**config.mk**
```make
export PLATFORM = sky130hd
export DESIGN_NAME = teletext_x28_clut_decode_remap_flat
export DESIGN_NICKNAME = d
export VERILOG_FILES = /design/src/hdl/ttx28_pkg.sv /design/src/hdl/ttx28_if.sv /design/src/hdl/ttx28_front.sv /design/src/hdl/ttx28_queue.sv /design/src/hdl/ttx28_back.sv /design/src/hdl/teletext_x28_clut_decode_remap.sv /design/src/flat_wrapper.sv
export SDC_FILE = /design/constraint.sdc
export NUM_CORES = 1
export LEC_CHECK = 0
export BUFFER_PORTS_ARGS = -buffer_cell sky130_fd_sc_hd__buf_2
export CAP_MARGIN = 30
export CORE_MARGIN = 4
export CORE_UTILIZATION = 50
export DETAILED_ROUTE_END_ITERATION = 16
export PLACE_DENSITY = 0.73
export SLEW_MARGIN = 40
export SYNTH_ARGS = -nofsm -noshare
export SYNTH_HDL_FRONTEND = slang
export SYNTH_SLANG_ARGS = --single-unit
export TNS_END_PERCENT = 100
```
**constraint.sdc**
```tcl
create_clock -name clock -period 6.9 [get_ports clock]
set_clock_uncertainty 0.1 [all_clocks]
set_input_delay 1.035 -clock clock [delete_from_list [all_inputs] [get_ports clock]]
set_output_delay 1.035 -clock clock [all_outputs]
set_load 0.005 [all_outputs]
```
**src/hdl/ttx28_pkg.sv**
```systemverilog
// Shared types, constants and tables for the X/28 packet decoder and colour lookup.
`timescale 1ns / 1ps
package ttx28_pkg;

   localparam int TRIPLET_COUNT       = 13;
   localparam int CHAR_BITS           = 6;
   localparam int PKT_LEN             = 1 + 3 * TRIPLET_COUNT;
   localparam int SLOT_COUNT          = 3 * TRIPLET_COUNT - 1;
   localparam int PACKET_BITS         = 3 * TRIPLET_COUNT * CHAR_BITS;
   localparam int POS_W               = $clog2(PKT_LEN);
   localparam int PALETTE_DEPTH       = 16;
   localparam int PALETTE_BASE        = 28;
   localparam int LAST_TRIPLET_BASE   = 18 * (TRIPLET_COUNT - 1);
   localparam int QUEUE_DEPTH_DEFAULT = 2;

   typedef logic [1:0] kind_type;
   localparam kind_type KIND_LOOKUP = 2'd0;
   localparam kind_type KIND_DESIG  = 2'd1;
   localparam kind_type KIND_SLOT   = 2'd2;
   localparam kind_type KIND_LAST   = 2'd3;

   typedef struct packed {
      kind_type               kind;
      logic [POS_W-1:0]       slot;
      logic [CHAR_BITS-1:0]   char_bits;
      logic [2:0]             colour_code;
      logic                   use_foreground;
   } entry_type;

   typedef struct packed {
      logic        packet_done;
      logic [11:0] rgb;
      logic [5:0]  designation;
      logic [3:0]  page_function;
      logic [2:0]  page_coding;
      logic [6:0]  primary_charset;
      logic [6:0]  second_charset;
      logic        left_panel_on;
      logic        right_panel_on;
      logic        panel_status;
      logic [3:0]  left_column_count;
      logic [4:0]  screen_colour;
   } result_type;

   localparam logic [11:0] FIXED_CLUT [0:1][0:7] = '{
      '{12'h000, 12'hf00, 12'h0f0, 12'hff0, 12'h00f, 12'hf0f, 12'h0ff, 12'hfff},
      '{12'h000, 12'h700, 12'h070, 12'h770, 12'h007, 12'h707, 12'h077, 12'h777}
   };

   localparam logic [11:0] PALETTE_DEFAULT [0:PALETTE_DEPTH-1] = '{
      12'hf05, 12'hf70, 12'h0f7, 12'hffb, 12'h0ca, 12'h500, 12'h652, 12'hc77,
      12'h333, 12'hf77, 12'h7f7, 12'hff7, 12'h77f, 12'hf7f, 12'h7ff, 12'hddd
   };

endpackage

```
**src/hdl/ttx28_if.sv**
```systemverilog
// Request and response channel interfaces of the X/28 decoder.
`timescale 1ns / 1ps
interface ttx28_req_if;
   logic       valid;
   logic       ready;
   logic       mode;
   logic [7:0] packet_char;
   logic [2:0] colour_code;
   logic       use_foreground;

   modport source (output valid, mode, packet_char, colour_code, use_foreground,
                   input ready);
   modport sink (input valid, mode, packet_char, colour_code, use_foreground,
                 output ready);
endinterface

interface ttx28_rsp_if;
   logic        valid;
   logic        ready;
   logic        packet_done;
   logic [11:0] rgb;
   logic [5:0]  designation;
   logic [3:0]  page_function;
   logic [2:0]  page_coding;
   logic [6:0]  primary_charset;
   logic [6:0]  second_charset;
   logic        left_panel_on;
   logic        right_panel_on;
   logic        panel_status;
   logic [3:0]  left_column_count;
   logic [4:0]  screen_colour;

   modport source (output valid, packet_done, rgb, designation, page_function,
                   page_coding, primary_charset, second_charset, left_panel_on,
                   right_panel_on, panel_status, left_column_count, screen_colour,
                   input ready);
   modport sink (input valid, packet_done, rgb, designation, page_function,
                 page_coding, primary_charset, second_charset, left_panel_on,
                 right_panel_on, panel_status, left_column_count, screen_colour,
                 output ready);
endinterface

```
**src/hdl/ttx28_front.sv**
```systemverilog
// Front end: accepts requests, tracks packet position and classifies each request.
`timescale 1ns / 1ps
module ttx28_front (
   input  logic                  clock,
   input  logic                  reset,
   ttx28_req_if.sink             req_ch,
   input  logic                  queue_full,
   output logic                  push,
   output ttx28_pkg::entry_type  push_data
);
   import ttx28_pkg::*;

   logic [POS_W-1:0] pos_ff;
   logic [POS_W-1:0] pos_in;
   logic             is_last;

   assign req_ch.ready = !queue_full;
   assign push         = req_ch.valid && !queue_full;
   assign is_last      = (pos_ff == POS_W'(PKT_LEN - 1));

   always_comb begin
      push_data.slot           = pos_ff - POS_W'(1);
      push_data.char_bits      = req_ch.packet_char[CHAR_BITS-1:0];
      push_data.colour_code    = req_ch.colour_code;
      push_data.use_foreground = req_ch.use_foreground;
      priority if (req_ch.mode) begin
         push_data.kind = KIND_LOOKUP;
      end else if (pos_ff == '0) begin
         push_data.kind = KIND_DESIG;
      end else if (is_last) begin
         push_data.kind = KIND_LAST;
      end else begin
         push_data.kind = KIND_SLOT;
      end
   end

   always_comb begin
      pos_in = pos_ff;
      if (push && !req_ch.mode) begin
         pos_in = is_last ? '0 : pos_ff + POS_W'(1);
      end
   end

   always_ff @(posedge clock) begin
      if (reset) begin
         pos_ff <= '0;
      end else begin
         pos_ff <= pos_in;
      end
   end

`ifndef ASSERT_OFF
   a_pos_bound: assert property (@(posedge clock) disable iff (reset)
      pos_ff < POS_W'(PKT_LEN))
      else $error("packet position beyond packet length");
`endif

endmodule

```
**src/hdl/ttx28_queue.sv**
```systemverilog
// Short request queue between the front end and the back end.
`timescale 1ns / 1ps
module ttx28_queue #(
   parameter int DEPTH = ttx28_pkg::QUEUE_DEPTH_DEFAULT
) (
   input  logic                  clock,
   input  logic                  reset,
   input  logic                  push,
   input  ttx28_pkg::entry_type  push_data,
   input  logic                  pop,
   output logic                  full,
   output logic                  head_valid,
   output ttx28_pkg::entry_type  head_data
);
   import ttx28_pkg::*;

   localparam int PTR_W = (DEPTH > 1) ? $clog2(DEPTH) : 1;
   localparam int CNT_W = $clog2(DEPTH + 1);

   entry_type        mem_ff [DEPTH];
   logic [PTR_W-1:0] wr_ptr_ff, wr_ptr_in;
   logic [PTR_W-1:0] rd_ptr_ff, rd_ptr_in;
   logic [CNT_W-1:0] count_ff, count_in;

   assign full       = (count_ff == CNT_W'(DEPTH));
   assign head_valid = (count_ff != '0);
   assign head_data  = mem_ff[rd_ptr_ff];

   always_comb begin
      wr_ptr_in = wr_ptr_ff;
      rd_ptr_in = rd_ptr_ff;
      count_in  = count_ff;
      if (push) begin
         wr_ptr_in = (wr_ptr_ff == PTR_W'(DEPTH - 1)) ? '0 : wr_ptr_ff + PTR_W'(1);
      end
      if (pop) begin
         rd_ptr_in = (rd_ptr_ff == PTR_W'(DEPTH - 1)) ? '0 : rd_ptr_ff + PTR_W'(1);
      end
      if (push && !pop) begin
         count_in = count_ff + CNT_W'(1);
      end else if (pop && !push) begin
         count_in = count_ff - CNT_W'(1);
      end
   end

   always_ff @(posedge clock) begin
      if (push) begin
         mem_ff[wr_ptr_ff] <= push_data;
      end
   end

   always_ff @(posedge clock) begin
      if (reset) begin
         wr_ptr_ff <= '0;
         rd_ptr_ff <= '0;
         count_ff  <= '0;
      end else begin
         wr_ptr_ff <= wr_ptr_in;
         rd_ptr_ff <= rd_ptr_in;
         count_ff  <= count_in;
      end
   end

`ifndef ASSERT_OFF
   a_count_bound: assert property (@(posedge clock) disable iff (reset)
      count_ff <= CNT_W'(DEPTH))
      else $error("queue count beyond depth");
`endif

endmodule

```
**src/hdl/ttx28_back.sv**
```systemverilog
// Back end: assembles packet characters, updates the palette and answers lookups.
`timescale 1ns / 1ps
module ttx28_back (
   input  logic                  clock,
   input  logic                  reset,
   input  logic                  head_valid,
   input  ttx28_pkg::entry_type  head_data,
   output logic                  pop,
   ttx28_rsp_if.source           rsp_ch
);
   import ttx28_pkg::*;

   logic [CHAR_BITS-1:0] slot_ff [SLOT_COUNT];
   logic [11:0]          palette_ff [PALETTE_DEPTH];
   logic [11:0]          palette_in [PALETTE_DEPTH];
   logic [4:0]           row_colour_ff;
   logic                 black_sub_ff;
   logic [2:0]           remap_ff;
   logic [5:0]           desig_ff;
   logic                 out_valid_ff, out_valid_in;
   result_type           out_data_ff, out_data_in;

   logic [PACKET_BITS-1:0] flat;
   logic [17:0]            last_trip;
   logic                   produces;
   logic [1:0]             lk_clut;
   logic [2:0]             lk_entry;
   logic [11:0]            lk_rgb;

   assign produces = (head_data.kind == KIND_LOOKUP) || (head_data.kind == KIND_LAST);
   assign pop      = head_valid && (!produces || !out_valid_ff || rsp_ch.ready);

   always_comb begin
      for (int k = 0; k < SLOT_COUNT; k++) begin
         flat[k*CHAR_BITS +: CHAR_BITS] = slot_ff[k];
      end
      flat[SLOT_COUNT*CHAR_BITS +: CHAR_BITS] = head_data.char_bits;
   end

   assign last_trip = flat[LAST_TRIPLET_BASE +: 18];

   always_comb begin
      for (int n = 0; n < PALETTE_DEPTH; n++) begin
         palette_in[n] = {flat[PALETTE_BASE + 12*n +: 4],
                          flat[PALETTE_BASE + 12*n + 4 +: 4],
                          flat[PALETTE_BASE + 12*n + 8 +: 4]};
      end
   end

   always_comb begin
      lk_entry = head_data.colour_code;
      if (black_sub_ff && !head_data.use_foreground && head_data.colour_code == 3'd0) begin
         lk_clut  = row_colour_ff[4:3];
         lk_entry = row_colour_ff[2:0];
      end else if (head_data.use_foreground) begin
         unique case (remap_ff)
            3'd0, 3'd1, 3'd2: lk_clut = 2'd0;
            3'd3, 3'd4:       lk_clut = 2'd1;
            default:          lk_clut = 2'd2;
         endcase
      end else begin
         unique case (remap_ff)
            3'd0, 3'd1, 3'd2: lk_clut = remap_ff[1:0];
            3'd3, 3'd5:       lk_clut = 2'd1;
            3'd4, 3'd6:       lk_clut = 2'd2;
            default:          lk_clut = 2'd3;
         endcase
      end
      lk_rgb = lk_clut[1] ? palette_ff[{lk_clut[0], lk_entry}]
                          : FIXED_CLUT[lk_clut[0]][lk_entry];
   end

   always_comb begin
      out_data_in = '0;
      if (head_data.kind == KIND_LAST) begin
         out_data_in.packet_done       = 1'b1;
         out_data_in.designation       = desig_ff;
         out_data_in.page_function     = flat[3:0];
         out_data_in.page_coding       = flat[6:4];
         out_data_in.primary_charset   = flat[13:7];
         out_data_in.second_charset    = flat[20:14];
         out_data_in.left_panel_on     = flat[21];
         out_data_in.right_panel_on    = flat[22];
         out_data_in.panel_status      = flat[23];
         out_data_in.left_column_count = flat[27:24];
         out_data_in.screen_colour     = last_trip[8:4];
      end else begin
         out_data_in.rgb = lk_rgb;
      end
   end

   always_comb begin
      out_valid_in = out_valid_ff && !rsp_ch.ready;
      if (pop && produces) begin
         out_valid_in = 1'b1;
      end
   end

   always_ff @(posedge clock) begin
      for (int k = 0; k < SLOT_COUNT; k++) begin
         if (pop && head_data.kind == KIND_SLOT && head_data.slot == POS_W'(k)) begin
            slot_ff[k] <= head_data.char_bits;
         end
      end
      if (pop && produces) begin
         out_data_ff <= out_data_in;
      end
   end

   always_ff @(posedge clock) begin
      if (reset) begin
         for (int n = 0; n < PALETTE_DEPTH; n++) begin
            palette_ff[n] <= PALETTE_DEFAULT[n];
         end
         row_colour_ff <= '0;
         black_sub_ff  <= 1'b0;
         remap_ff      <= '0;
         desig_ff      <= '0;
         out_valid_ff  <= 1'b0;
      end else begin
         out_valid_ff <= out_valid_in;
         if (pop && head_data.kind == KIND_DESIG) begin
            desig_ff <= head_data.char_bits;
         end
         if (pop && head_data.kind == KIND_LAST) begin
            for (int n = 0; n < PALETTE_DEPTH; n++) begin
               palette_ff[n] <= palette_in[n];
            end
            row_colour_ff <= last_trip[13:9];
            black_sub_ff  <= last_trip[14];
            remap_ff      <= last_trip[17:15];
         end
      end
   end

   assign rsp_ch.valid             = out_valid_ff;
   assign rsp_ch.packet_done       = out_data_ff.packet_done;
   assign rsp_ch.rgb               = out_data_ff.rgb;
   assign rsp_ch.designation       = out_data_ff.designation;
   assign rsp_ch.page_function     = out_data_ff.page_function;
   assign rsp_ch.page_coding       = out_data_ff.page_coding;
   assign rsp_ch.primary_charset   = out_data_ff.primary_charset;
   assign rsp_ch.second_charset    = out_data_ff.second_charset;
   assign rsp_ch.left_panel_on     = out_data_ff.left_panel_on;
   assign rsp_ch.right_panel_on    = out_data_ff.right_panel_on;
   assign rsp_ch.panel_status      = out_data_ff.panel_status;
   assign rsp_ch.left_column_count = out_data_ff.left_column_count;
   assign rsp_ch.screen_colour     = out_data_ff.screen_colour;

`ifndef ASSERT_OFF
   a_result_follows: assert property (@(posedge clock) disable iff (reset)
      pop && produces |=> out_valid_ff)
      else $error("result-producing request did not load the output register");
   a_slot_range: assert property (@(posedge clock) disable iff (reset)
      pop && head_data.kind == KIND_SLOT |-> head_data.slot < POS_W'(SLOT_COUNT))
      else $error("character slot index out of range");
   a_no_overwrite: assert property (@(posedge clock) disable iff (reset)
      out_valid_ff && !rsp_ch.ready |-> !(pop && produces))
      else $error("pending response overwritten");
`endif

endmodule

```
**src/hdl/teletext_x28_clut_decode_remap.sv**
```systemverilog
// Top level of the X/28 packet decoder with colour lookup.
// A request that yields a response passes the request queue between front and back
// end, then the back end's output register. Throughput: one request per cycle,
// packet characters and lookups alike, while the response channel takes results.
// Reset: packet position, palette (to default CLUT 2 and 3), row colour, flags and
// remap mode are restored in the reset cycle; no clearing pass follows.
`timescale 1ns / 1ps
module teletext_x28_clut_decode_remap #(
   parameter int QUEUE_DEPTH = ttx28_pkg::QUEUE_DEPTH_DEFAULT
) (
   input  logic         clock,
   input  logic         reset,
   ttx28_req_if.sink    req_ch,
   ttx28_rsp_if.source  rsp_ch
);
   import ttx28_pkg::*;

   logic      push;
   logic      pop;
   logic      queue_full;
   logic      head_valid;
   entry_type push_data;
   entry_type head_data;

   ttx28_front u_front (
      .clock      (clock),
      .reset      (reset),
      .req_ch     (req_ch),
      .queue_full (queue_full),
      .push       (push),
      .push_data  (push_data)
   );

   ttx28_queue #(
      .DEPTH (QUEUE_DEPTH)
   ) u_queue (
      .clock      (clock),
      .reset      (reset),
      .push       (push),
      .push_data  (push_data),
      .pop        (pop),
      .full       (queue_full),
      .head_valid (head_valid),
      .head_data  (head_data)
   );

   ttx28_back u_back (
      .clock      (clock),
      .reset      (reset),
      .head_valid (head_valid),
      .head_data  (head_data),
      .pop        (pop),
      .rsp_ch     (rsp_ch)
   );

endmodule
```
**src/flat_wrapper.sv**
```systemverilog
// flat-port wrapper written by rule: the top's interface ports become plain ports
module teletext_x28_clut_decode_remap_flat import ttx28_pkg::*;
#(
   parameter int QUEUE_DEPTH = ttx28_pkg::QUEUE_DEPTH_DEFAULT
)
  (clock, reset, req_ch_valid, req_ch_mode, req_ch_packet_char, req_ch_colour_code, req_ch_use_foreground, req_ch_ready, rsp_ch_valid, rsp_ch_packet_done, rsp_ch_rgb, rsp_ch_designation, rsp_ch_page_function, rsp_ch_page_coding, rsp_ch_primary_charset, rsp_ch_second_charset, rsp_ch_left_panel_on, rsp_ch_right_panel_on, rsp_ch_panel_status, rsp_ch_left_column_count, rsp_ch_screen_colour, rsp_ch_ready);
  ttx28_req_if req_ch_i ();
  ttx28_rsp_if rsp_ch_i ();
  input  logic clock;
  input  logic reset;
  input wire logic [$bits(req_ch_i.valid)-1:0] req_ch_valid;
  input wire logic [$bits(req_ch_i.mode)-1:0] req_ch_mode;
  input wire logic [$bits(req_ch_i.packet_char)-1:0] req_ch_packet_char;
  input wire logic [$bits(req_ch_i.colour_code)-1:0] req_ch_colour_code;
  input wire logic [$bits(req_ch_i.use_foreground)-1:0] req_ch_use_foreground;
  output wire logic [$bits(req_ch_i.ready)-1:0] req_ch_ready;
  output wire logic [$bits(rsp_ch_i.valid)-1:0] rsp_ch_valid;
  output wire logic [$bits(rsp_ch_i.packet_done)-1:0] rsp_ch_packet_done;
  output wire logic [$bits(rsp_ch_i.rgb)-1:0] rsp_ch_rgb;
  output wire logic [$bits(rsp_ch_i.designation)-1:0] rsp_ch_designation;
  output wire logic [$bits(rsp_ch_i.page_function)-1:0] rsp_ch_page_function;
  output wire logic [$bits(rsp_ch_i.page_coding)-1:0] rsp_ch_page_coding;
  output wire logic [$bits(rsp_ch_i.primary_charset)-1:0] rsp_ch_primary_charset;
  output wire logic [$bits(rsp_ch_i.second_charset)-1:0] rsp_ch_second_charset;
  output wire logic [$bits(rsp_ch_i.left_panel_on)-1:0] rsp_ch_left_panel_on;
  output wire logic [$bits(rsp_ch_i.right_panel_on)-1:0] rsp_ch_right_panel_on;
  output wire logic [$bits(rsp_ch_i.panel_status)-1:0] rsp_ch_panel_status;
  output wire logic [$bits(rsp_ch_i.left_column_count)-1:0] rsp_ch_left_column_count;
  output wire logic [$bits(rsp_ch_i.screen_colour)-1:0] rsp_ch_screen_colour;
  input wire logic [$bits(rsp_ch_i.ready)-1:0] rsp_ch_ready;
  assign req_ch_i.valid = req_ch_valid;
  assign req_ch_i.mode = req_ch_mode;
  assign req_ch_i.packet_char = req_ch_packet_char;
  assign req_ch_i.colour_code = req_ch_colour_code;
  assign req_ch_i.use_foreground = req_ch_use_foreground;
  assign req_ch_ready = req_ch_i.ready;
  assign rsp_ch_valid = rsp_ch_i.valid;
  assign rsp_ch_packet_done = rsp_ch_i.packet_done;
  assign rsp_ch_rgb = rsp_ch_i.rgb;
  assign rsp_ch_designation = rsp_ch_i.designation;
  assign rsp_ch_page_function = rsp_ch_i.page_function;
  assign rsp_ch_page_coding = rsp_ch_i.page_coding;
  assign rsp_ch_primary_charset = rsp_ch_i.primary_charset;
  assign rsp_ch_second_charset = rsp_ch_i.second_charset;
  assign rsp_ch_left_panel_on = rsp_ch_i.left_panel_on;
  assign rsp_ch_right_panel_on = rsp_ch_i.right_panel_on;
  assign rsp_ch_panel_status = rsp_ch_i.panel_status;
  assign rsp_ch_left_column_count = rsp_ch_i.left_column_count;
  assign rsp_ch_screen_colour = rsp_ch_i.screen_colour;
  assign rsp_ch_i.ready = rsp_ch_ready;
  teletext_x28_clut_decode_remap #(.QUEUE_DEPTH(QUEUE_DEPTH)) u_core (.clock(clock), .reset(reset), .req_ch(req_ch_i), .rsp_ch(rsp_ch_i));
endmodule
```
After elaboration in Yosys (flattened, before gate mapping)
Memories as Yosys holds them, arrays and structs flattened. A register that Yosys moved wholly into a read port is not among the register bits.
Index checks and enable logic that the tools add are counted.
Storage, ports and cells
  bits in read-only memories: 0
  latch bits: 0
  RAM bits: 456
  memories kept: 3
  flip-flop bits (word level): 54
  input port bits: 17
  word-level logic and storage cells: 438
  output and inout bits: 54
Memory list
  u_core.u_back.slot_ff: words 38, width 6, read ports 38, clocked after Yosys merged registers in 4, write ports 1, line ttx28_back.sv:13  | logic [CHAR_BITS-1:0] slot_ff [SLOT_COUNT];
  u_core.u_back.palette_ff: words 16, width 12, read ports 1, clocked after Yosys merged registers in 0, write ports 16, line ttx28_back.sv:14  | logic [11:0] palette_ff [PALETTE_DEPTH];
  u_core.u_queue.mem_ff: words 2, width 18, read ports 1, clocked after Yosys merged registers in 1, write ports 1, line ttx28_queue.sv:20  | entry_type mem_ff [DEPTH];
Operators by class
  eq/ne operators: 48
  $lt $le $gt $ge: 2
  mux-type cells: 234
  $mul: 0
  reductions and logical operators: 113
  divide/modulo/power cells: 0
  add/subtract/negate cells: 6
  shift-type cells: 0
  bitwise gates (word level): 18
Operators by type and width (count)
  two-way mux 6 bit: 75
  two-way mux 12 bit: 19
  OR reduction 6 bit: 37
  two-way mux 96 bit: 2
  two-way mux 1 bit: 127
  equality test 6 x 5 -> 1 bit, second input constant: 16
  two-way mux 84 bit: 1
  logical AND 1 bit: 50
  equality test 6 x 4 -> 1 bit, second input constant: 8
  equality test 6 bit, second input constant: 7
  binary-select mux 12 bit (select 3 bit): 1
  equality test 6 x 3 -> 1 bit, second input constant: 4
  bitwise OR 1 bit: 16
  equality test 6 x 2 -> 1 bit, second input constant: 2
  logical NOT 1 bit: 12
  logical NOT 6 bit: 2
  two-way mux 2 bit: 6
  equality test 3 bit, second input constant: 3
  adder 6 x 1 -> 6 bit, second input constant: 1
  equality test 2 bit, second input constant: 3
  equality test 3 x 2 -> 1 bit, second input constant: 2
  equality test 6 x 1 -> 1 bit, second input constant: 1
  logical NOT 3 bit: 2
  one-hot mux 2 bit (3 select lines): 1
  17 further kinds: 23

Longest topological paths before layout
Gate-level depths: netlist of the first run.
  depth in word-level cells: 48
  depth in mapped cells: 12
  gate-level depth less buffers: 9

Modules after synthesis
From an unflattened synthesis of the first run, not the netlist that was laid out.
Unflattened totals
  cell total of the unflattened synthesis: 1345
  area total of the unflattened synthesis: 20707.4 µm²
Modules (own cells, without submodules)
  ttx28_back: times used 1, area an instance 18706.7 µm², cells each 1203, sequential area each 14493.9 µm²
  ttx28_queue: times used 1, area an instance 1510.2 µm², cells each 78, sequential area each 1181.1 µm²
  ttx28_front: times used 1, area an instance 490.5 µm², cells each 64, sequential area each 120.1 µm²

Least setup slack after synthesis of the first run
No wires, ideal clock.
  path kind: register to register
  from: register with a tool-made name
  to: memory u_core.u_back.palette_ff[0][0] (enable)
  setup slack: 0.298 ns
  required time: 6.255 ns
  path buffers: 3
  cell stages (with the launch flop): 10
  clock period less this slack: 6.602 ns
  data arrival time: 5.957 ns
  library setup time: 0.545 ns
  path through: dfxtp_1 buf_6 buf_2 buf_1 mux2i_1 inv_1 ha_1 a21oi_1 a21oi_1 inv_1
RTL lines (line)
  end, declared: ttx28_back.sv:14

==> results of run 1 <==
[routing by layer]
metal,share of wire,vias up,global-route usage
li1,-,4982,-
met3,0.060,90,0.0271
met1,0.40,5519,0.237
met2,0.51,357,0.313
met4,0.030,0,0.0633
met5,0,-,0
[state kept, by name, indices dropped and copies added (netlist names), 5 cells and up, named ones only]
name / cells
u_core.u_back.rsp_ch.designation: 6
u_core.u_back.row_colour_ff: 5
u_core.u_back.rsp_ch.primary_charset: 7
u_core.u_back.rsp_ch.second_charset: 7
u_core.u_back.rsp_ch.screen_colour: 5
u_core.u_front.pos_ff: 6
u_core.u_back.desig_ff: 6
u_core.u_back.slot_ff: 228
u_core.u_back.rsp_ch.rgb: 12
u_core.u_back.palette_ff: 192
u_core.u_queue.mem_ff: 36
[power by group through the flow]
stage          Combinational [mW]  Sequential (mW)  Clock (mW)
3_3_place_gp                 1.50             4.28           0
4_1_cts                      1.56             4.22        2.76
6_report                     1.56             4.22        2.72
3_5_place_dp                 1.56             4.29           0
5_1_grt                      1.68             4.25        2.89
2_1_floorplan               0.950             4.30           0
[layout by cell type, fill, tap and decap left out, types with 4 or more instances in the layout]
master     instances
and2_1            96
a21oi_1           14
or3_1             69
o211ai_1           4
clkinv_1           9
a21oi_2            5
or2_2             64
nor2b_1           12
edfxtp_1         508
clkinv_2           6
mux2_4             7
a211oi_1           5
o22ai_1           11
nand3_1           23
buf_2             67
nor2_1            62
clkbuf_16         53
a22o_1             7
nand2b_1           6
buf_4             16
mux2i_1           91
clkbuf_8           6
a32oi_1            4
a21boi_0           4
a22oi_1            4
nand2_1           77
o21ai_0           13
ha_1               6
nor3_2            17
inv_1             14
a31oi_1            5
mux4_2             7
dfxtp_1           27
clkbuf_1          13
nand4_1            8
xor2_1             9
[layout make-up]
class / count / area, sq um / area share
Multi-Input combinational cell: 679 / 4720 / 0.202
Timing Repair Buffer: 84 / 467 / 0.0200
Inverter: 15 / 63.8 / 0.00273
Clock buffer: 72 / 1460 / 0.0624
Tap cell: 532 / 666 / 0.0285
Clock inverter: 22 / 194 / 0.00830
Sequential cell: 535 / 15800 / 0.676
[metrics by stage]
step | hold WS, ns | area (sq um) | utilization
final | 0.368 | 23400 | 0.571
after global routing | 0.382 | 23400 | 0.571
after CTS | 0.366 | 23300 | 0.570
after detailed placement | 0.351 | 21700 | 0.530
after global placement | 0.343 | 21600 | 0.527
after floorplan | 0.336 | 20700 | -
[kinds of logic (layout without fill, tap and decap cells)]
family / count (synthesis) / after routing / share of synthesized area
AND/OR/NAND/NOR: 454 / 454 / 0.119
XOR/XNOR: 12 / 12 / 0.00507
flip-flops: 535 / 535 / 0.761
multiplexers: 110 / 110 / 0.0585
adder cells (fa/ha/maj): 6 / 6 / 0.00362
buffers and inverters: 80 / 193 / 0.0182
AO/OA/AOI/OAI: 97 / 97 / 0.0338
[worst max-delay path, delay by kind of cell, from the launching register on]
family / cells / cell delay [ns]
simple gates: 4 / 1.81
flops: 1 / 0.56
buf+inv: 2 / 0.52
compound gates: 1 / 0.50
mux: 1 / 0.30
fa+ha+maj: 1 / 0.30
[path summary, 6_finish.rpt]
path | cells past startpoint | start | to
min reg2reg | 1 | u_core.u_back.slot_ff[37][4] | u_core.u_back.row_colour_ff[1]
max | 9 | register | u_core.u_back.slot_ff[28][4]
max reg2reg | 9 | register | u_core.u_back.slot_ff[28][4]
min | 1 | u_core.u_back.slot_ff[37][4] | u_core.u_back.row_colour_ff[1]
==> impl_metrics.tcl, run 1 <==
set metrics [dict create \
    finalHoldViolations 0 \
    p_clk_frac 0.320 \
    grt_pass1_wl_mm 62.1 \
    row_count 74 \
    slowest_delay_ns 0.69 \
    power_frac_seq 0.497 \
    crit_path_max_fanout 29 \
    route.detailed.drc 0 \
    cts_resized 0 \
    startpoint_type "register" \
    path_cells "buf_4 -> mux2i_1 -> inv_1 -> ha_1 -> a21oi_2 -> nand2_1 -> or3_1 -> nand2b_1 -> nor2_1" \
    synth_cells 1294 \
    relSlewSlack 0.467 \
    synth_area_leaders "edfxtp_1, mux2i_1, and2_1, dfxtp_1, or3_1" \
    swShare 0.273 \
    yosysWarningCount 0 \
    synth_area_sq_um 20700 \
    cts_made_buffers 51 \
    dieHeight_um 212 \
    combPwrFrac 0.183 \
    power.switching_mw 2.32 \
    syn_nets 1317 \
    layout_min_cycle_time_ns 4.47 \
    synth_common_cells "edfxtp_1, and2_1, mux2i_1, nand2_1, or3_1" \
    drt_iter0_markers 1113 \
    reg2reg_slack_ns 2.43 \
    ys_types 65 \
    fin_ws_ns 2.43 \
    floorplan.die_area_sq_um 44800 \
    fin_cells 1939 \
    finalSetupTns_ns 0 \
    slew_viol_final 0 \
    yosysTopAreaCell "edfxtp_1" \
    end_kind "register" \
    cts_tree "done" \
    power.total_mw 8.50 \
    synth_seq_cells 535 \
    grt_usage 0.182 \
    start_util 0.507 \
    cp.required_ns 6.99 \
    outcome "complete, no violations" \
    dp_hpwl_mm 24.5 \
    pre_cts_ws_ns 2.38 \
    vdd_drop_max_uv 220 \
    cts_root_buf "clkbuf_16" \
    powerDensity_nw_per_um2 364 \
    drive_gt1_frac 0.198 \
    drt_pre_antenna_iters 5 \
    rsz0062_at_grt "false" \
    vias_per_cell 5.65 \
    post-synth-top-count-cell "edfxtp_1" \
    crit_slowest_cell "or3_1" \
    numPortBuffers 68 \
    placed_cells 1845 \
    p_int_mw 6.18 \
    syn_to_final_growth_pct 12.6 \
    synth_flop_cell "edfxtp_1" \
    antenna_cells 0 \
    hold_class "register to register" \
    antenna_found_initial 1 \
    cts_num_sinks 535 \
    cts_max_path_buffers 3 \
    wl_per_cell_um 21.4 \
    setup_violations 0 \
    seq_area_frac_synth 0.761 \
    boundaryPins 71 \
    cts_max_level 2 \
    gr-total-overflow 0 \
    clock_latency_ns 0.57 \
    wirelength_mm 41.5 \
    arrival_ns 4.56 \
    fill_cells 3062 \
    cts_setup_buffers 0 \
    final_nets 1389 \
    holdBufCountCts 0 \
    max_cap_violations 0 \
    synth_edf_count 508 \
    grt_pass1_vias 10800 \
    core_area_sq_um 40900 \
    timing.final.crit_share 0.647 \
    clkTransAtPathRegs_ns 0.06 \
    drtAntennaViolNets 0 \
    worst_pin_slew_ns 0.800 \
    vias 10900 \
    fmax_mhz 224 \
    async_reset_ff_frac 0 \
    netlist.area_leader.share 0.735 \
    avgSynthCellArea_sq_um 16.0 \
    critPathKind "register to register" \
    p_leak_nw 7.81 \
    grt_max_degree 97 \
    place_congestion 0.828 \
    fp.dieW_um 212 \
]
No activity file was read; power rests on OpenSTA's default activity.
==> run 2: changes to the inputs <==
PLACE_DENSITY = 0.7   (was 0.73)
clock period = 4.3 ns   (was 6.9 ns; I/O delays follow)
==> run 2 against run 1 <==
Flip-flop and latch count stayed put; via count is 0.86% lower; first-iteration DRC count is 18% lower; maximum frequency is 28% higher; clock power is 59% higher; register-to-register slack worse by 1.6 ns; cell area is 0.89% higher; largest power group unchanged; total power is 61% higher; highest routed layer is now met5; clock-buffer cell count is 10 lower; core utilization is 0.51 points higher; sequential power is 61% higher; sequential share of layout area is 0.58 points lower; critical path type unchanged.
==> impl_metrics.tcl, run 2 (synthesized netlist as in run 1, its figures left out) <==
set metrics [dict create \
    row_count 74 \
    boundaryPins 71 \
    final_common_cell "edfxtp_1" \
    power.total_mw 13.7 \
    hold_class "input port to register" \
    route.detailed.drc 0 \
    vias_per_cell 5.51 \
    regArea_sq_um 15800 \
    final_util 0.576 \
    worst_pin_slew_ns 0.857 \
    arrival_ns 3.58 \
    syn_to_final_growth_pct 13.6 \
    place_congestion 0.836 \
    grt_max_degree 97 \
    antenna_cells 0 \
    clock_latency_ns 0.57 \
    cts_tree "done" \
    final_nets 1419 \
    cts_max_path_buffers 3 \
    min-delay-start "req_ch_use_foreground" \
    layout_common_cells "edfxtp_1, and2_1, mux2i_1" \
    route.met2.wl_mm 20.5 \
    dp_hpwl_mm 25.0 \
    slew_viol_final 0 \
    vdd_drop_max_uv 383 \
    m1WireLength_mm 17.1 \
    grt_pass1_wl_mm 61.9 \
    largest-register "u_core.u_back.slot_ff" \
    end_kind "register" \
    cts_made_buffers 51 \
    timing.final.crit_share 0.809 \
    crit_path_max_fanout 35 \
    top_layer "met5" \
    cts_num_sinks 535 \
    wirelength_mm 41.0 \
    drt_pre_antenna_iters 5 \
    cts_resized 0 \
    multi_input_area_sq_um 4660 \
    holdBufCountCts 0 \
    setup_violations 0 \
    largest_reg_flops 228 \
    start_util 0.507 \
    dieHeight_um 212 \
    powerDensity_nw_per_um2 580 \
    gr-total-overflow 0 \
    drt_iter0_markers 914 \
    holdWs_ns 0.172 \
    rsz0062_at_grt "false" \
    drtAntennaViolNets 0 \
    max_cap_violations 0 \
    grt_pass1_vias 10800 \
    wl_met3_mm 2.44 \
    outcome "complete, no violations" \
    cts_setup_buffers 0 \
    startpoint_type "register" \
    fmax_mhz 287 \
    antenna_found_initial 1 \
    top_regs "u_core.u_back.slot_ff: 228 flops, u_core.u_back.palette_ff: 192 flops, u_core.u_queue.mem_ff: 36 flops" \
    drive_gt1_frac 0.205 \
    p_leak_nw 7.98 \
    finalHoldViolations 0 \
    core_area_sq_um 40900 \
    clkTransAtPathRegs_ns 0.06 \
    cts_max_level 2 \
    relSlewSlack 0.426 \
    pre_cts_ws_ns 0.543 \
    vias 10900 \
    cp.required_ns 4.40 \
    fill_cells 3086 \
    reg2reg_slack_ns 0.82 \
    finalSetupTns_ns 0 \
    layout_min_cycle_time_ns 3.48 \
    fin_ws_ns 0.819 \
    wl_per_cell_um 20.8 \
    grt_usage 0.180 \
    numPortBuffers 68 \
    fp.dieW_um 212 \
    cts_root_buf "clkbuf_16" \
    floorplan.die_area_sq_um 44800 \
    critPathKind "register to register" \
]
==> run 2: worst max-delay path, stage by stage (launching register included) <==
cell and delay, ns:
dfxtp_4 0.67, mux2i_1 0.29, inv_1 0.11, ha_4 0.23
a21oi_4 0.12, nand2_1 0.09, or3_1 0.60, nand2b_1 0.36
nor2_1 0.54
==> run 2: worst paths after layout <==
check,endpoint,cells after the start
max,u_core.u_back.slot_ff[25][2],8
min,u_core.u_queue.mem_ff[0][0],1
min reg2reg,u_core.u_back.row_colour_ff[1],1
max reg2reg,u_core.u_back.slot_ff[25][2],8
==> run 2: final cells by class <==
type	count	area share
well taps	532	0.0282
clock buffers	62	0.0577
multi-input cells	679	0.198
repair buffers	114	0.0319
clock inverters	33	0.0114
flip-flops and latches	535	0.670
inverters	15	0.00255
==> run 2: routing by layer <==
metal / vias up / track usage
met1: 5418 / 0.242
met5: - / 0
met4: 2 / 0.0520
met3: 70 / 0.0317
li1: 5038 / -
met2: 326 / 0.305
==> run 2: where the power goes <==
group | internal (mW) | total [mW] | switching (mW)
Sequential | 6.58 | 6.79 | 0.209
Combinational | 0.868 | 2.55 | 1.69
Clock | 2.49 | 4.33 | 1.84
Total | 9.94 | 13.7 | 3.74
==> run 2: through the flow <==
stage / instances / instance area, sq um
finish: 1970 / 23600
global route: 1970 / 23600
CTS: 1970 / 23600
detailed placement: 1875 / 21900
global placement: 1874 / 21900
floorplan: 1294 / 20800
==> run 3: changes to the inputs <==
PLACE_DENSITY = 0.73   (was 0.7)
clock period = 3.2 ns   (was 4.3 ns; I/O delays follow)
==> run 3 against run 2 <==
First-iteration DRC count rose by 18%; maximum frequency grew 18%; combinational power increased by 42%; non-clock buffer count up 45; clock-buffer cell count unchanged; global-route usage increased by 0.35 points; flip-flop and latch count unchanged; highest routed layer is now met4; wire length increased by 1.3%; total power increased by 36%; critical path depth is 1 higher.
==> impl_metrics.tcl, run 3 (synthesized netlist as in run 1, its figures left out) <==
set metrics [dict create \
    outcome "complete, no violations" \
    power.total_mw 18.6 \
    crit_top_cell "a21oi_4" \
    top_regs "u_core.u_back.slot_ff: 228 flops, u_core.u_back.palette_ff: 192 flops, u_core.u_queue.mem_ff: 36 flops" \
    fill_cells 3007 \
    startpoint_type "register" \
    fin_cells 2012 \
    critPathKind "register to register" \
    clock_latency_ns 0.56 \
    final_common_cell "edfxtp_1" \
    start_util 0.507 \
    cts_tree "done" \
    row_count 74 \
    antenna_cells 0 \
    grt_pass1_wl_mm 63.3 \
    cts_root_buf "clkbuf_16" \
    layout_common_cells "edfxtp_1, and2_1, mux2i_1" \
    drt_iter0_markers 1079 \
    drtAntennaViolNets 0 \
    gr-total-overflow 0 \
    arrival_ns 3.08 \
    grt_max_degree 123 \
    core_area_sq_um 40900 \
    fin_ws_ns 0.256 \
    cts_max_level 2 \
    syn_to_final_growth_pct 15.6 \
    path_cells "mux2i_1 -> inv_1 -> ha_4 -> a21oi_4 -> buf_4 -> a21oi_4 -> clkinvlp_4 -> buf_16 -> clkbuf_16" \
    setup_violations 0 \
    finalSetupTns_ns 0 \
    slowest_delay_ns 0.56 \
    vdd_drop_max_uv 390 \
    rsz0062_at_grt "false" \
    boundaryPins 71 \
    fp.dieW_um 212 \
    cts_max_path_buffers 3 \
    final_nets 1463 \
    numPortBuffers 68 \
    largest_reg_flops 228 \
    cp.required_ns 3.34 \
    crit_path_max_fanout 98 \
    hold_class "input port to register" \
    place_congestion 0.853 \
    placed_cells 1914 \
    clkTransAtPathRegs_ns 0.06 \
    floorplan.die_area_sq_um 44800 \
    wirelength_mm 41.5 \
    timing.final.crit_share 0.920 \
    dp_hpwl_mm 25.7 \
    slew_viol_final 0 \
    grt_pass1_vias 11000 \
    cts_made_buffers 50 \
    powerDensity_nw_per_um2 775 \
    holdWs_ns 0.0226 \
    cts_setup_buffers 0 \
    finalHoldViolations 0 \
    cts_num_sinks 535 \
    grt_usage 0.184 \
    worst_pin_slew_ns 0.682 \
    drt_pre_antenna_iters 5 \
    crit_slowest_cell "dfxtp_2" \
    layout_min_cycle_time_ns 2.94 \
    placed_cell_area_sq_um 22300 \
    drive_gt1_frac 0.222 \
    pre_cts_ws_ns 0.151 \
    final_util 0.586 \
    max_cap_violations 0 \
    fmax_mhz 340 \
    vias_per_cell 5.47 \
    end_kind "register" \
    postLayoutCellArea_sq_um 24000 \
    route.detailed.drc 0 \
    dieHeight_um 212 \
    antenna_found_initial 0 \
    min-delay-start "req_ch_packet_char[0]" \
    p_leak_nw 8.22 \
    vias 11000 \
    largest-register "u_core.u_back.slot_ff" \
    relSlewSlack 0.543 \
    wl_per_cell_um 20.6 \
]
==> run 3: path summary, 6_finish.rpt <==
path / end / slack, ns / cells after the start
worst max register to register: u_core.u_back.palette_ff[1][3] / 0.26 / 9
worst min-delay path: u_core.u_queue.mem_ff[0][4] / 0.02 / 1
worst min register to register: u_core.u_back.row_colour_ff[2] / 0.37 / 1
worst max-delay path: u_core.u_back.palette_ff[1][3] / 0.26 / 9
==> run 3: critical path: cells and delay by family (launching register included) <==
kind,cells,cell delay (ns)
adder cells (fa/ha/maj),1,0.24
multiplexers,1,0.29
buffers and inverters,5,1.14
AO/OA/AOI/OAI,2,0.21
flip-flops,1,0.56
==> run 3: power breakdown <==
group / switching, mW / leakage, nW / internal [mW] / total, mW
clock: 2.40 / 0.799 / 3.48 / 5.88
combinational: 2.32 / 2.64 / 1.28 / 3.61
sequential: 0.265 / 4.77 / 8.85 / 9.11
==> run 3: layer usage <==
metal | wire, um | GRT usage | up-vias
met5 | 0 | 0 | -
met4 | 864 | 0.0449 | 0
li1 | - | - | 5123
met2 | 21800 | 0.325 | 354
met3 | 2510 | 0.0264 | 75
met1 | 16400 | 0.242 | 5445
==> run 3: cell type report <==
type	count	area (sq um)	area share
inverters	15	60.1	0.00250
clock inverters	30	317	0.0132
repair buffers	159	1180	0.0493
clock buffers	62	1320	0.0549
multi-input cells	679	4650	0.194
flip-flops and latches	535	15800	0.659
well taps	532	666	0.0278
==> run 3: repair_timing <==
action | in CTS | in global routing
setup endpoints to repair | 0 | 96
hold buffers | 5 | 0
gates resized for setup | 0 | 1
endpoints found under the hold margin | 10 | 0
